--- src/design/wsfd_pkg.sv ---
`default_nettype none
package wsfd_pkg;

   localparam int LENGTH_BITS_DEFAULT = 31;
   localparam logic STRICT_RESET = 1'b1;

   localparam logic [3:0] OP_CONT   = 4'h0;
   localparam logic [3:0] OP_TEXT   = 4'h1;
   localparam logic [3:0] OP_BINARY = 4'h2;
   localparam logic [3:0] OP_CLOSE  = 4'h8;
   localparam logic [3:0] OP_PING   = 4'h9;
   localparam logic [3:0] OP_PONG   = 4'hA;

   localparam logic [6:0] LEN_EXT16     = 7'd126;
   localparam logic [6:0] CTRL_MAX_LEN  = 7'd125;
   localparam logic [3:0] EXT16_BYTES   = 4'd2;
   localparam logic [3:0] EXT64_BYTES   = 4'd8;
   localparam logic [3:0] MASK_BYTES    = 4'd4;
   localparam logic [3:0] REASON_BYTES  = 4'd2;

   typedef enum logic [2:0] {
      PH_HDR0  = 3'd0,
      PH_HDR1  = 3'd1,
      PH_EXT   = 3'd2,
      PH_EXT_M = 3'd3,
      PH_MASK  = 3'd4,
      PH_DATA  = 3'd5
   } phase_type;

   typedef enum logic [2:0] {
      ACT_NONE      = 3'd0,
      ACT_FRAGMENT  = 3'd1,
      ACT_COMPLETE  = 3'd2,
      ACT_PONG      = 3'd3,
      ACT_PONG_IGN  = 3'd4,
      ACT_CLOSE_OK  = 3'd5,
      ACT_CLOSE_ERR = 3'd6,
      ACT_TOO_BIG   = 3'd7
   } action_type;

   typedef struct packed {
      logic       payload_valid;
      logic [7:0] payload_byte;
      logic [3:0] message_type;
      logic       frame_end;
      action_type action;
   } rsp_type;

   function automatic logic close_reason_bad(input logic [15:0] r);
      logic bad;
      bad = (r < 16'd1000) || (r == 16'd1004) || (r == 16'd1005) || (r == 16'd1006) ||
            ((r >= 16'd1012) && (r < 16'd3000)) || (r >= 16'd5000);
      return bad;
   endfunction

endpackage
`default_nettype wire

--- src/design/websocket_frame_decoder.sv ---
// result: each result is registered in the result buffer before it appears on rsp_*
// throughput: one byte per cycle; all parsing is one combinational pass from the
//   state registers into a two-entry result buffer, req_tready drops only when it is full
// reset: synchronous active-high, parser waits for a first header byte, strict_checks = 1,
//   result buffer empty; no clearing pass
`default_nettype none
module websocket_frame_decoder #(
   parameter int LENGTH_BITS = wsfd_pkg::LENGTH_BITS_DEFAULT
) (
   input  wire logic        clock,
   input  wire logic        reset,
   input  wire logic        csr_wr_en,
   input  wire logic        csr_wr_data,
   input  wire logic        req_tvalid,
   output logic             req_tready,
   input  wire logic [7:0]  req_tdata,   // [7:0] rx_byte
   output logic             rsp_tvalid,
   input  wire logic        rsp_tready,
   output logic [15:0]      rsp_tdata,   // [7:0] payload_byte, [10:8] action, rest zero
   output logic [4:0]       rsp_tuser,   // [0] payload_valid, [4:1] message_type
   output logic             rsp_tlast    // frame_end
);
   import wsfd_pkg::*;

   // parser state
   logic                   strict_ff;
   phase_type              phase_ff, phase_in;
   logic [7:0]             hfirst_ff, hfirst_in;
   logic [6:0]             short_ff, short_in;
   logic [3:0]             hcount_ff, hcount_in;
   logic [31:0]            key_ff, key_in;
   logic [1:0]             mphase_ff, mphase_in;
   logic [LENGTH_BITS-1:0] left_ff, left_in;
   logic [1:0]             msgop_ff, msgop_in;
   logic [15:0]            reason_ff, reason_in;
   logic                   closed_ff, closed_in;

   // result buffer
   rsp_type                buf_ff [2];
   logic                   head_ff;
   logic [1:0]             count_ff;

   logic                   accept, pop, push;
   rsp_type                res;

   logic [7:0]             b, d, kb;
   logic                   do_known, known_masked, do_fail, do_finish, fin_valid;
   action_type             fail_code, fin_act;
   logic [3:0]             op;

   assign accept = req_tvalid && req_tready;
   assign pop    = rsp_tvalid && rsp_tready;
   assign b      = req_tdata;

   always_comb begin
      phase_in     = phase_ff;
      hfirst_in    = hfirst_ff;
      short_in     = short_ff;
      hcount_in    = hcount_ff;
      key_in       = key_ff;
      mphase_in    = mphase_ff;
      left_in      = left_ff;
      msgop_in     = msgop_ff;
      reason_in    = reason_ff;
      closed_in    = closed_ff;
      do_known     = 1'b0;
      known_masked = 1'b0;
      do_fail      = 1'b0;
      do_finish    = 1'b0;
      fin_valid    = 1'b0;
      fail_code    = ACT_CLOSE_ERR;
      fin_act      = ACT_NONE;
      push         = 1'b0;
      res          = '0;
      d            = 8'd0;
      kb           = 8'd0;
      op           = hfirst_ff[3:0];

      if (accept && !closed_ff) begin
         unique case (phase_ff)
            PH_HDR1: begin
               short_in  = b[6:0];
               hcount_in = 4'd0;
               if (b[6:0] < LEN_EXT16) begin
                  left_in      = LENGTH_BITS'(b[6:0]);
                  do_known     = 1'b1;
                  known_masked = b[7];
               end else begin
                  phase_in = b[7] ? PH_EXT_M : PH_EXT;
               end
            end
            PH_EXT, PH_EXT_M: begin
               if (|left_ff[LENGTH_BITS-1:LENGTH_BITS-8]) begin
                  do_fail   = 1'b1;
                  fail_code = ACT_TOO_BIG;
               end else begin
                  left_in   = {left_ff[LENGTH_BITS-9:0], b};
                  hcount_in = hcount_ff + 4'd1;
                  if (hcount_in == ((short_ff == LEN_EXT16) ? EXT16_BYTES : EXT64_BYTES)) begin
                     do_known     = 1'b1;
                     known_masked = (phase_ff == PH_EXT_M);
                  end
               end
            end
            PH_MASK: begin
               key_in    = {key_ff[23:0], b};
               hcount_in = hcount_ff + 4'd1;
               if (hcount_in == MASK_BYTES) begin
                  hcount_in = 4'd0;
                  if (left_ff == '0) begin
                     do_finish = 1'b1;
                  end else begin
                     phase_in = PH_DATA;
                  end
               end
            end
            PH_DATA: begin
               case (mphase_ff)
                  2'd0:    kb = key_ff[31:24];
                  2'd1:    kb = key_ff[23:16];
                  2'd2:    kb = key_ff[15:8];
                  default: kb = key_ff[7:0];
               endcase
               d         = b ^ kb;
               mphase_in = mphase_ff + 2'd1;
               if (hcount_ff < REASON_BYTES) begin
                  reason_in = {reason_ff[7:0], d};
                  hcount_in = hcount_ff + 4'd1;
               end
               left_in = left_ff - LENGTH_BITS'(1);
               if (left_in == '0) begin
                  do_finish = 1'b1;
                  fin_valid = 1'b1;
               end else begin
                  push              = 1'b1;
                  res.payload_valid = 1'b1;
                  res.payload_byte  = d;
               end
            end
            default: begin
               // first header byte
               hfirst_in = b;
               short_in  = 7'd0;
               hcount_in = 4'd0;
               key_in    = 32'd0;
               mphase_in = 2'd0;
               left_in   = '0;
               reason_in = 16'd0;
               if (strict_ff && (b[6:4] != 3'd0)) begin
                  do_fail = 1'b1;
               end else if ((b[3:0] > OP_BINARY && b[3:0] < OP_CLOSE) || b[3:0] > OP_PONG) begin
                  do_fail = 1'b1;
               end else begin
                  phase_in = PH_HDR1;
               end
            end
         endcase

         // header rules once the length is known
         if (do_known) begin
            if (op[3]) begin
               if (strict_ff && (left_in > LENGTH_BITS'(CTRL_MAX_LEN))) begin
                  do_fail = 1'b1;
               end else if (!hfirst_ff[7]) begin
                  do_fail = 1'b1;
               end else if ((op == OP_CLOSE) && (left_in == LENGTH_BITS'(1))) begin
                  do_fail = 1'b1;
               end
            end else if ((op == OP_CONT) && (msgop_ff == 2'd0)) begin
               do_fail = 1'b1;
            end else if ((op != OP_CONT) && (msgop_ff != 2'd0)) begin
               do_fail = 1'b1;
            end
            if (!do_fail) begin
               hcount_in = 4'd0;
               if (known_masked) begin
                  phase_in = PH_MASK;
               end else if (left_in == '0) begin
                  do_finish = 1'b1;
               end else begin
                  phase_in = PH_DATA;
               end
            end
         end

         if (do_fail) begin
            push          = 1'b1;
            res.frame_end = 1'b1;
            res.action    = fail_code;
            closed_in     = 1'b1;
         end

         if (do_finish) begin
            if (op == OP_CLOSE) begin
               fin_act   = ((hcount_in >= REASON_BYTES) && close_reason_bad(reason_in)) ?
                           ACT_CLOSE_ERR : ACT_CLOSE_OK;
               closed_in = 1'b1;
            end else if (op == OP_PING) begin
               fin_act = ACT_PONG;
            end else if (op == OP_PONG) begin
               fin_act = ACT_PONG_IGN;
            end else if (hfirst_ff[7]) begin
               fin_act  = ACT_COMPLETE;
               msgop_in = 2'd0;
            end else begin
               fin_act = ACT_FRAGMENT;
               if (op != OP_CONT) begin
                  msgop_in = op[1:0];
               end
            end
            push              = 1'b1;
            res.payload_valid = fin_valid;
            res.payload_byte  = fin_valid ? d : 8'd0;
            res.frame_end     = 1'b1;
            res.action        = fin_act;
            phase_in          = PH_HDR0;
         end

         res.message_type = (hfirst_in[3:0] != OP_CONT) ? hfirst_in[3:0] : {2'b00, msgop_ff};
      end
   end

   always_ff @(posedge clock) begin
      if (reset) begin
         strict_ff <= STRICT_RESET;
         phase_ff  <= PH_HDR0;
         hfirst_ff <= 8'd0;
         short_ff  <= 7'd0;
         hcount_ff <= 4'd0;
         key_ff    <= 32'd0;
         mphase_ff <= 2'd0;
         left_ff   <= '0;
         msgop_ff  <= 2'd0;
         reason_ff <= 16'd0;
         closed_ff <= 1'b0;
      end else begin
         if (csr_wr_en) begin
            strict_ff <= csr_wr_data;
         end
         phase_ff  <= phase_in;
         hfirst_ff <= hfirst_in;
         short_ff  <= short_in;
         hcount_ff <= hcount_in;
         key_ff    <= key_in;
         mphase_ff <= mphase_in;
         left_ff   <= left_in;
         msgop_ff  <= msgop_in;
         reason_ff <= reason_in;
         closed_ff <= closed_in;
      end
   end

   // two-entry result buffer, so a waiting result does not stall the request side
   always_ff @(posedge clock) begin
      if (reset) begin
         head_ff  <= 1'b0;
         count_ff <= 2'd0;
      end else begin
         if (pop) begin
            head_ff <= ~head_ff;
         end
         count_ff <= count_ff + {1'b0, push} - {1'b0, pop};
      end
   end

   always_ff @(posedge clock) begin
      if (push) begin
         buf_ff[head_ff ^ count_ff[0]] <= res;
      end
   end

   assign req_tready = (count_ff != 2'd2);
   assign rsp_tvalid = (count_ff != 2'd0);
   assign rsp_tdata  = {5'd0, buf_ff[head_ff].action, buf_ff[head_ff].payload_byte};
   assign rsp_tuser  = {buf_ff[head_ff].message_type, buf_ff[head_ff].payload_valid};
   assign rsp_tlast  = buf_ff[head_ff].frame_end;

   a_count_bound: assert property (@(posedge clock) disable iff (reset)
      count_ff != 2'd3)
      else $error("result buffer count out of range");

   a_no_result_after_close: assert property (@(posedge clock) disable iff (reset)
      closed_ff |-> !push)
      else $error("result produced after stream closed");

   a_error_closes: assert property (@(posedge clock) disable iff (reset)
      (push && (res.action == ACT_CLOSE_ERR || res.action == ACT_TOO_BIG)) |=> closed_ff)
      else $error("error verdict did not close the stream");

   a_byte_zero_when_invalid: assert property (@(posedge clock) disable iff (reset)
      (rsp_tvalid && !rsp_tuser[0]) |-> (rsp_tdata[7:0] == 8'd0))
      else $error("payload byte nonzero without payload_valid");

endmodule
`default_nettype wire
--- config.mk ---
export PLATFORM = sky130hd
export DESIGN_NAME = websocket_frame_decoder
export DESIGN_NICKNAME = d
export VERILOG_FILES = /design/src/design/wsfd_pkg.sv /design/src/design/websocket_frame_decoder.sv
export SDC_FILE = /design/constraint.sdc
export NUM_CORES = 1
export LEC_CHECK = 0
export ABC_AREA = 1
export BUFFER_PORTS_ARGS = -buffer_cell sky130_fd_sc_hd__buf_2
export CAP_MARGIN = 20
export CORE_ASPECT_RATIO = 0.8
export CORE_MARGIN = 1.5
export CORE_UTILIZATION = 40
export CTS_CLUSTER_SIZE = 25
export DETAILED_ROUTE_END_ITERATION = 10
export PLACE_DENSITY = 0.59
export SYNTH_ARGS = -nofsm -noshare
export SYNTH_HDL_FRONTEND = slang
export SYNTH_SLANG_ARGS = --single-unit
--- constraint.sdc ---
create_clock -name clock -period 3.5 [get_ports clock]
set_input_delay 0.175 -clock clock [delete_from_list [all_inputs] [get_ports clock]]
set_output_delay 0.175 -clock clock [all_outputs]
set_load 0.005 [all_outputs]
==> metrics.md, run 1 <==
| Metric | Value |
|---|---|
| Fill cell count | `2217` |
| Vias | `~9500` |
| I/O pin count | `38` |
| Final Hold Violating Endpoints | `0` |
| RSZ-0062 raised after global routing | `yes` |
| Worst-Skew Late Latency | `430 ps` |
| Status | `finished clean` |
| Port-buffer cells | `32` |
| CTS sink count | `142` |
| Final wirelength | `29000 um` |
| Hold Path Cell Cnt | `3` |
| Worst setup EP type | `flip-flop` |
| Final hold slack | `between 50 and 60 ps` |
| Startpoint Class | `flip-flop` |
| Skew final | `around 15 ps` |
| Final cell count without fillers | `1803` |
| Die width | `171 um` |
| CP arrival | `roughly 3900 ps` |
| Gp weighted congestion | `~0.95` |
| Tcrit/Tclk final | `between 90% and 100%` |
| Rel. slew slack | `31.7%` |
| Pwr dens | `722 nW/um2` |
| Worst r2r path cells | `25` |
| Initial drt markers | `approximately 940` |
| Leakage power | `around 0.0051 uW` |
| Gr usage total | `25.0%` |
| Initial antenna violation count | `0` |
| Grt total ovfl | `0` |
| Area leader, netlist | `dfxtp_1` |
| First-pass GRT wire length | `approximately 46000 um` |
| Max Fclk | `roughly 0.29 GHz` |
| Synth Warn # | `0` |
| Pins Over Slew Limit | `0` |
| Final ANT Viol Nets | `0` |
| Area of the core | `21900 um2` |
| MaxCap Viol Count | `0` |
| Netlist area before placement | `9010 um2` |
| Total die area | `23400 um2` |
| Req. time, crit path | `slightly below 4000 ps` |
| Pin count of the biggest net entering global routing | `83` |
| Fin nets | `between 1500 and 2000` |
| Cell count after placement | `1751` |
| TritonCTS clock tree | `built` |
| Worst IR drop on VDD | `0.292 mV` |
| Gate Count Post-Synth | `between 1000 and 1500` |
| Die height | `137 um` |
| Worst min path class | `primary input to flip-flop` |
| Row cnt | `48` |
| Residual DRC | `0` |
| H-tree levels | `4` |
| Initial Util | `41.2%` |
| Worst Tran Pin Value | `1020 ps` |
| Critical path type | `flip-flop to flip-flop` |
| Critical path fanouts, max | `7` |
| Total power | `8130 uW` |
| Average wire per standard cell | `16.1 um` |
| Sequential share of the synthesized area | `35.3%` |
| Total CTS buffers | `17` |
| Area delta synth->final | `25.0%` |
| FF-to-FF setup slack | `0.05 ps` |
| Post-synth cell types | `53` |
| Share of post-route cells with drive strength above 1 | `22.6%` |
| DR vias/cell | `5.29` |
| Worst-path clk slew | `70 ps` |
| Synthesized area per cell | `between 6 and 7 um2` |
| Vias in the first global route | `8485` |
| Final setup violation count | `0` |
| #FFs+latches synth | `142` |
| Post-DP HPWL | `roughly 21000 um` |
| CTS root buffer | `clkbuf_16` |
| # diodes | `0` |
| First-pass DRT Iterations | `6` |
| Clk buf depth | `2` |
| Top cells by area, synth | `dfxtp_1 24%, nand2_1 12%, edfxtp_1 11%, nor2_1 8.1%, inv_1 7.3%` |
| Tmin final | `3500 ps` |
| Yosys top cell area share | `24.0%` |
[path summary, 6_finish.rpt]
check	start	to
hold / removal	req_tdata[7]	key_ff[7]
hold reg to reg	key_ff[26]	key_ff[26]
setup / recovery	left_ff[24]	count_ff[1]
setup reg to reg	left_ff[24]	count_ff[1]
[critical path: stages, from the launching register on]
cell     delay, ps
dfxtp_2        340
nor2_4         130
nand2_4         80
buf_6          130
o21ai_4        220
nand3_4        210
buf_6          190
a21oi_2        120
nand2_2         90
nor2_1          90
nand2_1         60
nor2_2         160
nand3_1         90
nand3_1         80
nand2_1         60
nand2_2         80
nand2_2         60
nand2_2        100
nand3_2         90
o21ai_2        170
ha_1           240
inv_1           60
ha_2           180
xor2_2         150
o21ai_1         80
a21oi_1        140
[layer usage]
metal | vias to the layer above | wire [um] | share of wire (%) | global-route usage (%)
met4 | 0 | 360 | 1.2 | 5.65
met3 | 35 | 2380 | 8.2 | 4.02
met1 | 4372 | 14300 | 49 | 38.5
li1 | 4738 | - | - | -
met2 | 392 | 12000 | 41 | 35.9
met5 | - | 0 | 0 | 0
[cells by family (layout without fill, tap and decap cells)]
kind of cell / after synthesis / count (layout) / share of synthesized area [%]
simple gates: 669 / 670 / 32.1
compound gates: 285 / 285 / 17.6
buf+inv: 239 / 365 / 10.5
flops: 142 / 142 / 35.3
mux: 17 / 17 / 2.12
fa+ha+maj: 10 / 10 / 1.39
xor+xnor: 9 / 9 / 0.875
other cells: 1 / 5 / 0.0416
[stage by stage]
step / util [%] / TNS (ps) / area [um2] / worst slack, ps
2_1_floorplan: - / 0 / 9030 / 34.0
3_3_place_gp: 46.1 / -53.5 / 10100 / -53.5
3_5_place_dp: 46.1 / -89.2 / 10100 / -89.2
4_1_cts: 49.4 / 0 / 10800 / 6.59
5_1_grt: 51.5 / -354 / 11300 / -288
6_report: 51.5 / 0 / 11300 / 0.0488
[layout by cell type, fill, tap and decap left out, drive strengths merged, types with 3 or more instances in the layout]
cell    synthesis  final
o211ai         12     12
a21oi         116    116
clkinv          3      6
buf            14    144
edfxtp         34     34
nand4           9      9
or2             9      9
ha             10     10
nand3         126    127
nor2          211    211
nand3b          3      3
conb            1      5
a211oi         13     13
nand2         293    293
o221ai          3      3
dfxtp         108    108
xor2            5      5
xnor2           4      4
nor3            9      9
o21ai         114    114
inv           184    192
nor4            6      6
o22ai           9      9
clkbuf         38     17
a22o            5      5
mux2           17     17
[synthesized netlist by cell type, drive strengths merged]
| library cell | number |
|---|---|
| nand2 | 293 |
| nor2 | 211 |
| inv | 184 |
| nand3 | 126 |
| a21oi | 116 |
| o21ai | 114 |
| dfxtp | 108 |
| clkbuf | 38 |
| edfxtp | 34 |
| mux2 | 17 |
| buf | 14 |
| a211oi | 13 |
| o211ai | 12 |
| ha | 10 |
| nand4 | 9 |
| nor3 | 9 |
| o22ai | 9 |
| or2 | 9 |
| nor4 | 6 |
| a22o | 5 |
| xor2 | 5 |
| xnor2 | 4 |
| clkinv | 3 |
| nand3b | 3 |
| o221ai | 3 |
| a21boi | 2 |
| and2 | 2 |
| o21a | 2 |
| o31ai | 2 |
| a21o | 1 |
| a22oi | 1 |
| a311oi | 1 |
| a31oi | 1 |
| a41oi | 1 |
| and3 | 1 |
| conb | 1 |
| o211a | 1 |
| o32ai | 1 |
[timing repair]
item | 4_1_cts | 5_1_grt
pin swaps | 3 | 40
setup buffers | 4 | 13
hold buffers | 2 | 0
endpoints found under the setup margin | 1 | 36
cloned | 1 | 0
endpoints found under the hold margin | 1 | 0
resized for setup | 12 | 119
[area by class of cell]
| cell class | count | area, um2 | share of cell area [%] |
|---|---|---|---|
| multi-input cells | 996 | 5270 | 46.8 |
| flip-flops and latches | 142 | 3210 | 28.5 |
| repair buffers | 146 | 1090 | 9.67 |
| inverters | 187 | 707 | 6.27 |
| clock buffers | 17 | 425 | 3.78 |
| well taps | 300 | 375 | 3.33 |
| clock inverters | 15 | 194 | 1.72 |
[power by group]
part	internal, uW	switching, uW
combinational	1440	2410
sequential	2100	279
clock	1090	819
[flip-flops by register name, summed over array words and instances (netlist names), 3 cells and up, named ones only]
signal     cells
buf_ff        34
key_ff        32
left_ff       31
reason_ff     16
short_ff       7
hfirst_ff      5
hcount_ff      4
phase_ff       3
Power figures use the tool's default switching activity.
==> run 2: changes to the inputs <==
Settings changed: RECOVER_POWER from default to 100.
==> run 2 against run 1 <==
  * The flow now finishes with violations (setup timing)
  * Worst setup slack worse by 3.6 ps
  * Combinational power hardly changed
  * Register-to-register slack hardly changed
  * Die area stayed put
  * Power hardly changed
  * Sequential power hardly changed
  * Global-route usage stayed put
  * Core utilization hardly changed
  * Critical path type unchanged
  * Critical endpoint unchanged
  * Highest routed layer unchanged
==> metrics.md, run 2 (synthesized netlist as in run 1, its figures left out) <==
| Metric | Value |
|---|---|
| Status | `finished with violations` |
| Violated checks | `setup timing` |
| Initial drt markers | `930` |
| Residual DRC | `0` |
| Multi-input logic area | `~5300 um2` |
| Final wirelength | `between 20000 and 30000 um` |
| Worst IR drop on VDD | `0.292 mV` |
| Reg power frac | `29.2%` |
| Worst-path clk slew | `70 ps` |
| Final Hold Violating Endpoints | `0` |
| Commonest cells after routing, fill and taps aside | `264 x nand2_1, 171 x inv_1, 156 x nor2_1` |
| Gate power share | `47.3%` |
| Req. time, crit path | `3860 ps` |
| Worst r2r src | `left_ff[24]` |
| RSZ-0062 raised after global routing | `yes` |
| Total die area | `23400 um2` |
| Final setup TNS | `-3.55 ps` |
| Critical path fanouts, max | `7` |
| Worst slack at placement | `-89.2 ps` |
| Gr usage total | `about a quarter` |
| P_int | `4630 uW` |
| Switching Fraction | `43.1%` |
| First-pass DRT Iterations | `5` |
| Final WS setup | `-3.55 ps` |
| MaxCap Viol Count | `0` |
| Max Fclk | `0.285 GHz` |
| H-tree levels | `4` |
| Final ANT Viol Nets | `0` |
| Worst Tran Pin Value | `between 1000 and 1500 ps` |
| Total area of sequential cells | `3210 um2` |
| Final core occ | `51.5%` |
| Die width | `171 um` |
| Switching pwr | `3500 uW` |
| Pin count of the biggest net entering global routing | `83` |
| Initial Util | `41.2%` |
| # diodes | `0` |
| Tmin final | `3500 ps` |
| Area of the core | `around 22000 um2` |
| Rel. slew slack | `32.0%` |
| Clock share of power | `23.5%` |
| Vias | `9565` |
| Share of post-route cells with drive strength above 1 | `around 22%` |
| Worst min path class | `primary input to flip-flop` |
| Row cnt | `48` |
| Clk buf depth | `2` |
| Initial antenna violation count | `0` |
| Average wire per standard cell | `16.1 um` |
| Worst setup EP type | `flip-flop` |
| Tcrit/Tclk final | `100%` |
| Die height | `about 140 um` |
| TritonCTS clock tree | `built` |
| Gp weighted congestion | `around 0.95` |
| Source of the critical timing path | `left_ff[24]` |
| Min-delay src | `req_tdata[7]` |
| I/O pin count | `38` |
| CTS sink count | `142` |
| DR vias/cell | `5.31` |
| Total CTS buffers | `17` |
| Vias in the first global route | `8485` |
| Fin nets | `1514` |
| First-pass GRT wire length | `45600 um` |
| Most common cell after layout, fill and taps aside | `nand2_1` |
| Pwr dens | `722 nW/um2` |
| Worst-Skew Late Latency | `430 ps` |
| Max reg flops | `34` |
| Total power | `between 8000 and 9000 uW` |
| Fill cell count | `2216` |
| CP arrival | `3860 ps` |
| Critical path type | `flip-flop to flip-flop` |
| Leakage power | `0.00514 uW` |
| Area delta synth->final | `25.0%` |
| Final setup violation count | `1` |
| Startpoint Class | `flip-flop` |
| Pins Over Slew Limit | `0` |
| CTS root buffer | `clkbuf_16` |
| Port-buffer cells | `32` |
| Grt total ovfl | `0` |
| Post-DP HPWL | `between 20000 and 25000 um` |
| Final hold slack | `about 55 ps` |
| Skew final | `14.5 ps` |
-- run 2: cell count changes in the layout (fill, tap and decap cells not counted) --
| cell | change |
|---|---|
| clkbuf_1 | +3 |
| buf_2 | -2 |
| buf_4 | -1 |
-- run 2: layout make-up --
| class | instances | share of cell area, % |
|---|---|---|
| Multi-Input combinational cell | 996 | 46.8 |
| Sequential cell | 142 | 28.5 |
| Timing Repair Buffer | 146 | 9.62 |
| Inverter | 187 | 6.28 |
| Clock buffer | 17 | 3.78 |
| Tap cell | 300 | 3.33 |
| Clock inverter | 15 | 1.72 |
-- run 2: what timing repair did --
action | 4_1_cts | 5_1_grt
setup endpoints to repair | 1 | 36
pin swaps | 3 | 40
hold endpoints to repair | 1 | 0
setup buffers | 4 | 13
gates resized for setup | 12 | 119
gates cloned | 1 | 0
hold buffers | 2 | 0
-- run 2: path summary, 6_finish.rpt --
path | end | slack, ps | cells after the start
max | count_ff[1] | -4 | 25
min | key_ff[7] | 50 | 3
max reg2reg | count_ff[1] | -4 | 25
min reg2reg | key_ff[26] | 470 | 2
-- run 2: power groups by stage --
stage	combinational, uW	clock (uW)	sequential (uW)
2_1_floorplan	2200	0	2300
3_3_place_gp	3390	0	2360
3_5_place_dp	3390	0	2360
4_1_cts	3470	1940	2330
5_1_grt	4240	2000	2430
6_report	3850	1910	2380
-- run 2: per-stage QoR --
stage	instances	area (um2)
floorplan	1376	9030
global placement	1751	10100
detailed placement	1751	10100
CTS	1790	10800
global route	1803	11300
finish	1803	11300
-- run 2: worst max-delay path, stage by stage (launching register included) --
cell     delay [ps]
dfxtp_2         340
nor2_4          130
nand2_4          80
buf_6           130
o21ai_4         220
nand3_4         210
buf_6           190
a21oi_2         120
nand2_2          90
nor2_1           90
nand2_1          60
nor2_2          170
nand3_1          90
nand3_1          80
nand2_1          60
nand2_2          80
nand2_2          60
nand2_2         100
nand3_2          90
o21ai_2         170
ha_1            240
inv_1            60
ha_2            180
xor2_2          150
o21ai_1          80
a21oi_1         140
-- run 2: per-layer routing --
layer	up-vias	global-route usage (%)	share of wire, %
li1	4741	-	-
met1	4398	38.5	49
met2	393	35.9	41
met3	33	4.02	8.1
met4	0	5.65	1.2
met5	-	0	0
